==> config.mk <==
export PLATFORM = sky130hd
export DESIGN_NAME = permutation_rank_unit
export DESIGN_NICKNAME = d
export VERILOG_FILES = /design/src/rtl/prank_pkg.sv /design/src/rtl/permutation_rank_unit.sv /design/src/rtl/prank_step.sv
export VERILOG_INCLUDE_DIRS = /design/src /design/src/rtl
export SDC_FILE = /design/constraint.sdc
export NUM_CORES = 1
export LEC_CHECK = 0
export BUFFER_PORTS_ARGS = -buffer_cell sky130_fd_sc_hd__buf_2
export CORE_MARGIN = 1
export CORE_UTILIZATION = 54
export DETAILED_ROUTE_END_ITERATION = 10
export PLACE_DENSITY_LB_ADDON = 0.05
export SYNTH_ARGS = -nofsm -noshare
export SYNTH_HDL_FRONTEND = slang
export SYNTH_SLANG_ARGS = --single-unit
==> constraint.sdc <==
create_clock -name i_clk -period 9.7 [get_ports i_clk]
set_clock_uncertainty 0.15 [all_clocks]
set_input_delay 0.485 -clock i_clk [delete_from_list [all_inputs] [get_ports i_clk]]
set_output_delay 0.485 -clock i_clk [all_outputs]
set_load 0.02 [all_outputs]
==> src/rtl/assert_macros.svh <==
// Assertion macros for the rank unit RTL.
`ifndef ASSERT_MACROS_SVH
`define ASSERT_MACROS_SVH

// Property checked on every rising clock edge, ignored while reset is low.
`define ASSERT_CLK(label, clk, rst_n, prop) \
    label: assert property (@(posedge clk) disable iff (!rst_n) (prop)) \
        else $error("assertion %m failed");

// Condition that must never be true outside reset.
`define ASSERT_NEVER(label, clk, rst_n, cond) \
    label: assert property (@(posedge clk) disable iff (!rst_n) !(cond)) \
        else $error("assertion %m failed");

`endif

==> src/rtl/prank_pkg.sv <==
// Types and constants for the permutation rank unit.
`timescale 1ns / 1ps

package prank_pkg;

    localparam int ELEM_W   = 4;   // element value width
    localparam int POS_W    = 4;   // position / size width
    localparam int RANK_W   = 29;  // rank width
    localparam int RANK_FIT = 12;  // largest size whose rank fits RANK_W bits

    localparam logic [POS_W-1:0] SIZE_RESET = POS_W'(12);

    typedef struct packed {
        logic last;     // this element completes the permutation
        logic invalid;  // some element of the permutation was bad
    } t_step_res;

endpackage

==> src/rtl/permutation_rank_unit.sv <==
// Top level of the permutation rank unit: input beat register, walk state, result register.
//
//  channel   dir  beat fields (low bit up)
//  s_axis    in   tdata: element_value[3:0], zero pad to 8 bits
//  m_axis    out  tdata: rank[28:0], zero pad to 32 bits; tuser: invalid
//  cfg       in   i_cfg_wdata: perm_size[3:0], written when i_cfg_we is high
//
// One element per cycle sustained while m_axis takes results. A beat is held in the input
// register, then the combinational step unit (bitmap popcount, 29x4 multiply-add) updates the
// walk state; the last element's step loads the result register that drives m_axis.
// Reset (synchronous, active low) sets perm_size to 12 and clears the walk.
// The input register holds only while a finished rank waits and m_axis stalls.
`timescale 1ns / 1ps
`include "assert_macros.svh"

module permutation_rank_unit import prank_pkg::*; #(
    parameter int MAX_ELEMS = 12
) (
    input  logic        i_clk,
    input  logic        i_rst_n,
    input  logic        i_cfg_we,
    input  logic [3:0]  i_cfg_wdata,     // perm_size[3:0]
    input  logic        s_axis_tvalid,
    output logic        s_axis_tready,
    input  logic [7:0]  s_axis_tdata,    // element_value[3:0], pad[7:4]
    output logic        m_axis_tvalid,
    input  logic        m_axis_tready,
    output logic [31:0] m_axis_tdata,    // rank[28:0], pad[31:29]
    output logic [0:0]  m_axis_tuser     // invalid[0]
);

    localparam int CAP = (MAX_ELEMS < RANK_FIT) ? MAX_ELEMS : RANK_FIT;
    localparam logic [POS_W-1:0] CAP_N = POS_W'(CAP);

    logic [POS_W-1:0]  r_perm_size;
    logic              r_in_valid;
    logic [ELEM_W-1:0] r_in_elem;
    logic [CAP-1:0]    r_seen,  n_seen;
    logic [POS_W-1:0]  r_pos,   n_pos;
    logic [RANK_W-1:0] r_rank,  n_rank;
    logic              r_err,   n_err;
    logic              r_out_valid;
    logic [RANK_W-1:0] r_out_rank;
    logic              r_out_inv;

    logic [POS_W-1:0]  w_n;
    logic [RANK_W-1:0] w_result_rank;
    t_step_res         w_status;
    logic              w_out_free;
    logic              w_advance;
    logic              w_emit;

    assign w_n = (r_perm_size == '0) ? POS_W'(1) :
                 (r_perm_size > CAP_N) ? CAP_N : r_perm_size;

    prank_step #(.CAP(CAP)) u_step (
        .i_n           (w_n),
        .i_elem        (r_in_elem),
        .i_seen        (r_seen),
        .i_pos         (r_pos),
        .i_rank        (r_rank),
        .i_err         (r_err),
        .o_seen        (n_seen),
        .o_pos         (n_pos),
        .o_rank        (n_rank),
        .o_err         (n_err),
        .o_result_rank (w_result_rank),
        .o_status      (w_status)
    );

    assign w_out_free    = !r_out_valid || m_axis_tready;
    assign w_advance     = r_in_valid && (!w_status.last || w_out_free);
    assign w_emit        = w_advance && w_status.last;
    assign s_axis_tready = !r_in_valid || w_advance;

    always_ff @(posedge i_clk) begin
        if (!i_rst_n) begin
            r_perm_size <= SIZE_RESET;
            r_in_valid  <= 1'b0;
            r_out_valid <= 1'b0;
            r_seen      <= '0;
            r_pos       <= '0;
            r_rank      <= '0;
            r_err       <= 1'b0;
        end else begin
            if (s_axis_tvalid && s_axis_tready) begin
                r_in_valid <= 1'b1;
            end else if (w_advance) begin
                r_in_valid <= 1'b0;
            end

            if (w_emit) begin
                r_out_valid <= 1'b1;
            end else if (m_axis_tready) begin
                r_out_valid <= 1'b0;
            end

            if (i_cfg_we) begin
                r_perm_size <= i_cfg_wdata;
                r_seen      <= '0;
                r_pos       <= '0;
                r_rank      <= '0;
                r_err       <= 1'b0;
            end else if (w_advance) begin
                if (w_status.last) begin
                    r_seen <= '0;
                    r_pos  <= '0;
                    r_rank <= '0;
                    r_err  <= 1'b0;
                end else begin
                    r_seen <= n_seen;
                    r_pos  <= n_pos;
                    r_rank <= n_rank;
                    r_err  <= n_err;
                end
            end
        end
    end

    always_ff @(posedge i_clk) begin
        if (s_axis_tvalid && s_axis_tready) begin
            r_in_elem <= s_axis_tdata[ELEM_W-1:0];
        end
        if (w_emit) begin
            r_out_rank <= w_result_rank;
            r_out_inv  <= w_status.invalid;
        end
    end

    assign m_axis_tvalid = r_out_valid;
    assign m_axis_tdata  = {{(32-RANK_W){1'b0}}, r_out_rank};
    assign m_axis_tuser  = r_out_inv;

    // walk position never reaches the permutation size
    `ASSERT_NEVER(a_pos_below_size, i_clk, i_rst_n, r_pos >= w_n)
    // each valid element marks exactly one bitmap bit
    `ASSERT_CLK(a_seen_le_pos, i_clk, i_rst_n, $countones(r_seen) <= r_pos)
    `ASSERT_CLK(a_seen_eq_pos, i_clk, i_rst_n, !r_err |-> ($countones(r_seen) == r_pos))
    // a flagged result carries a zero rank
    `ASSERT_CLK(a_inv_zero, i_clk, i_rst_n,
        (r_out_valid && r_out_inv) |-> (r_out_rank == '0))

endmodule

==> src/rtl/prank_step.sv <==
// One Lehmer-code step: digit from the seen bitmap, Horner multiply-add of the rank.
`timescale 1ns / 1ps

module prank_step import prank_pkg::*; #(
    parameter int CAP = 12
) (
    input  logic [POS_W-1:0]  i_n,
    input  logic [ELEM_W-1:0] i_elem,
    input  logic [CAP-1:0]    i_seen,
    input  logic [POS_W-1:0]  i_pos,
    input  logic [RANK_W-1:0] i_rank,
    input  logic              i_err,
    output logic [CAP-1:0]    o_seen,
    output logic [POS_W-1:0]  o_pos,
    output logic [RANK_W-1:0] o_rank,
    output logic              o_err,
    output logic [RANK_W-1:0] o_result_rank,
    output t_step_res         o_status
);

    logic [CAP-1:0]            w_hit;
    logic [CAP-1:0]            w_below;
    logic [POS_W-1:0]          w_pos;
    logic [POS_W-1:0]          w_radix;
    logic [POS_W-1:0]          w_count;
    logic [ELEM_W-1:0]         w_digit;
    logic                      w_range_bad;
    logic                      w_repeat;
    logic                      w_good;
    logic [RANK_W+POS_W-1:0]   w_prod;
    logic [RANK_W+POS_W-1:0]   w_sum;
    logic [POS_W-1:0]          w_pos_inc;

    always_comb begin
        for (int i = 0; i < CAP; i++) begin
            w_hit[i]   = (i_elem == ELEM_W'(i + 1));
            w_below[i] = (ELEM_W'(i + 1) < i_elem) && i_seen[i];
        end
    end

    always_comb begin
        w_count = '0;
        for (int i = 0; i < CAP; i++) begin
            w_count = w_count + POS_W'(w_below[i]);
        end
    end

    assign w_pos       = (i_pos >= i_n) ? (i_n - POS_W'(1)) : i_pos;
    assign w_radix     = i_n - w_pos;
    assign w_range_bad = (i_elem == '0) || (i_elem > ELEM_W'(i_n));
    assign w_repeat    = |(w_hit & i_seen);
    assign w_good      = !w_range_bad && !w_repeat;
    assign w_digit     = w_good ? (i_elem - ELEM_W'(1) - ELEM_W'(w_count)) : '0;

    assign w_prod = {{POS_W{1'b0}}, i_rank} * {{RANK_W{1'b0}}, w_radix};
    assign w_sum  = w_prod + {{(RANK_W+POS_W-ELEM_W){1'b0}}, w_digit};

    assign w_pos_inc = w_pos + POS_W'(1);

    assign o_seen        = w_good ? (i_seen | w_hit) : i_seen;
    assign o_pos         = w_pos_inc;
    assign o_rank        = w_sum[RANK_W-1:0];
    assign o_err         = i_err || !w_good;
    assign o_result_rank = o_err ? '0 : (w_sum[RANK_W-1:0] + RANK_W'(1));

    assign o_status.last    = (w_pos_inc >= i_n);
    assign o_status.invalid = o_err;

endmodule

==> impl_metrics.tcl <==
set metrics [dict create \
    setup_violations 0 \
    post_synth.cell_area_avg_um2 9.08 \
    rsz0062_at_grt "no" \
    synth_seq_cells 86 \
    synth_edf_count 34 \
    numPortBuffers 44 \
    seq_power_share_pct 44.7 \
    via_per_inst 5.83 \
    die_h_um 129 \
    finalSetupTns_ns 0 \
    r2r-end "r_out_rank[26]" \
    drt_iter0_markers 411 \
    grt_overflow 0 \
    ys_seq_area_share_pct 23.8 \
    n_antenna_cell 0 \
    io_pins 52 \
    rr_worst_depth 30 \
    num_rows 45 \
    synth_fa_ha_area_share_pct 26.2 \
    maxCapViolations 0 \
    num_vias 7008 \
    max_stage_delay_ns 0.61 \
    post-cts-setup-buffers 0 \
    cp_max_fo 25 \
    wl_mm 19.9 \
    synth-main-ff-cell "dfxtp_1" \
    drc 0 \
    fin_nets 1149 \
    clkPwrFrac_pct 38.9 \
    async_flop_share_pct 0 \
    combPwrFrac_pct 16.4 \
    synth-compound-area-share_pct 15.8 \
    worst_pin_slew_ns 1.08 \
    power.switching_mw 0.255 \
    synth_warnings 0 \
    max_slew_margin_pct 27.5 \
    layoutNonFillerInstCount 1203 \
    synth_top_area_share_pct 14.1 \
    clk_latency_ns 0.36 \
    synth_top_family_by_area "adder cells" \
    placed_cells 1187 \
    start_util_pct 56.2 \
    hold_viol_final 0 \
    total_power_mw 0.872 \
    worstHoldPathType "in2reg" \
    htreeDepth 3 \
    critPathLaunchType "flop" \
    antenna_found_initial 0 \
    r2r_slack_ns 0.64 \
    p_sw_share_pct 29.2 \
    wl_per_cell_um 16.6 \
    status "finished, final reports clean" \
    root_buffer "clkbuf_16" \
    critPathCaptureType "flop" \
    timing.fmax_mhz 110 \
    ctsHoldBuffers 0 \
    synth.largest_area_cell "fa_1" \
    cts_inserted_buffers 9 \
    synth-simple-area-share_pct 23.1 \
    cellLeakagePower_nw 4.22 \
    worstPathArrival_ns 9.02 \
    clkTransAtPathRegs_ns 0.07 \
    die_width_um 129 \
    yosys-top-cells-area "fa_1 14%, ha_1 12%, dfxtp_1 12%" \
    ant_nets 0 \
    p_int_mw 0.617 \
    core_area_um2 15400 \
    grt_start_max_net_pins 36 \
    clock_path_buffers 2 \
    die_area_um2 16600 \
    ir_drop_v 0.0000775 \
    drive_gt1_share_pct 11.1 \
    p_per_area_nw_per_um2 92.6 \
    slew_viol_final 0 \
    synthDistinctLibCells 76 \
    synthCells 955 \
    firstDrtPassIters 5 \
    num-fill-cells 1414 \
    worstSetupEndpoint "r_out_rank[26]" \
    period_needed_ns 9.06 \
    grt_use_total_pct 26.0 \
    syn_to_final_growth_pct 8.62 \
    cts_tree "yes" \
    slowest_stage "a2111oi_2" \
    grt_pass1_vias 6515 \
    numClockSinks 86 \
    synthMuxAreaShare_pct 1.18 \
    synth_xor_area_share_pct 5.63 \
    dpl.hpwl_mm 14.9 \
    syn_area_um2 8670 \
    place_congestion 0.893 \
    required_ns 9.65 \
    r2r_start "r_perm_size[2]" \
    path_class "reg2reg" \
    fin_crit_sh_pct 93.4 \
    grt_pass1_wl_mm 33.4 \
    crit_path_start "r_perm_size[2]" \
]
[placed cells by master (no fill, tap or decap), types with 13 or more instances in the layout]
cell type	netlist	layout
ha_1	84	84
a22oi_1	27	27
inv_1	51	51
nand3_1	21	21
dfxtp_1	52	52
fa_1	61	61
a21oi_1	51	51
and2_1	81	81
nor2_1	105	105
xnor2_1	37	36
o21ai_0	28	28
nor2b_1	30	30
buf_4	3	17
xor2_1	15	15
edfxtp_1	34	34
nand2_1	51	51
a21o_1	13	13
buf_2	4	44
[flip-flops by register name (all words and copies together) (netlist names)]
register / flops
r_in_elem: 4
m_axis_tuser: 1
r_rank: 29
r_pos: 4
r_seen: 12
m_axis_tvalid: 1
r_in_valid: 1
r_err: 1
r_out_rank: 29
r_perm_size: 4
[area by class of cell]
type	count	area, µm²	share of cell area, %
timing repair buffer	61	348	3.69
sequential	86	2060	21.9
clock buffer	11	254	2.70
multi-input combinational	777	6260	66.5
tap	211	264	2.80
clock inverter	5	31.3	0.332
inverter	52	195	2.07
[timing repair]
item,in CTS,in global routing
gates resized for setup,0,1
setup endpoints to repair,0,5
endpoints found under the hold margin,0,0
[through the flow]
stage | instance area, µm² | hold slack (ns) | utilization, % | setup slack, ns
2_1_floorplan | 8680 | 0.281 | - | 1.30
3_3_place_gp | 9130 | 0.294 | 59.2 | 0.712
3_5_place_dp | 9130 | 0.311 | 59.2 | 0.662
4_1_cts | 9410 | 0.144 | 61.0 | 0.620
5_1_grt | 9420 | 0.147 | 61.0 | 0.0434
6_report | 9420 | 0.151 | 61.0 | 0.638
[power groups by stage]
stage               Sequential, mW  Clock [mW]  Combinational [mW]
floorplan                    0.394           0               0.103
global placement             0.398           0               0.139
detailed placement           0.398           0               0.141
CTS                          0.390       0.344               0.142
global route                 0.391       0.358               0.160
finish                       0.390       0.340               0.143
[critical path: cells and delay by family (launching register included)]
family	cells	cell delay, ns
adders and majority gates	6	2.48
xor gates and xnor gates	1	0.16
buffers and inverters	3	0.34
and+or+nand+nor	13	3.01
DFF	1	0.53
AOI/OAI and AO/OA	7	2.12
[cell usage after synthesis, types with 3 or more instances]
library cell,number
or2_2,3
buf_4,3
nor2b_1,30
a21oi_1,51
nor2_1,105
o21ai_0,28
nor4b_2,4
buf_2,4
nor4_1,3
ha_1,84
clkbuf_1,34
a22oi_1,27
and4_1,4
and3_1,8
a221oi_1,3
a211oi_1,7
nor3b_1,6
a21o_1,13
and2_1,81
or3_1,5
nand3b_1,5
nand2_1,51
edfxtp_1,34
nand2b_1,9
dfxtp_1,52
xor2_1,15
o2111ai_1,3
inv_1,51
o21a_1,9
nand4_1,11
xnor2_1,37
o211ai_1,8
and3b_1,3
a31oi_1,7
nand3_1,21
nor4_2,4
fa_1,61
mux2i_1,8
nor3_1,11
[routing by layer]
metal	GRT usage (%)	share of wire (%)	up-vias
met5	0	0	-
met4	6.92	1.2	0
met3	4.12	5.3	19
met2	39.1	43	173
met1	38.6	51	3403
li1	-	-	3413
[logic make-up after synthesis]
group	count (synthesis)
fa+ha+maj	145
mux	10
xor+xnor	54
simple gates	371
buf+inv	94
compound gates	194
flops	86
other cells	1
[how the worst min path moves through the flow]
| stage | from | endpoint | cells after the start |
|---|---|---|---|
| floorplan | r_err | r_err | 2 |
| global placement | r_err | r_err | 2 |
| detailed placement | r_err | r_err | 2 |
| CTS | s_axis_tdata[1] | r_in_elem[1] | 1 |
| global route | s_axis_tdata[2] | r_in_elem[2] | 1 |
| finish | s_axis_tdata[1] | r_in_elem[1] | 1 |
Note: power is estimated with default switching activity, not from simulation.
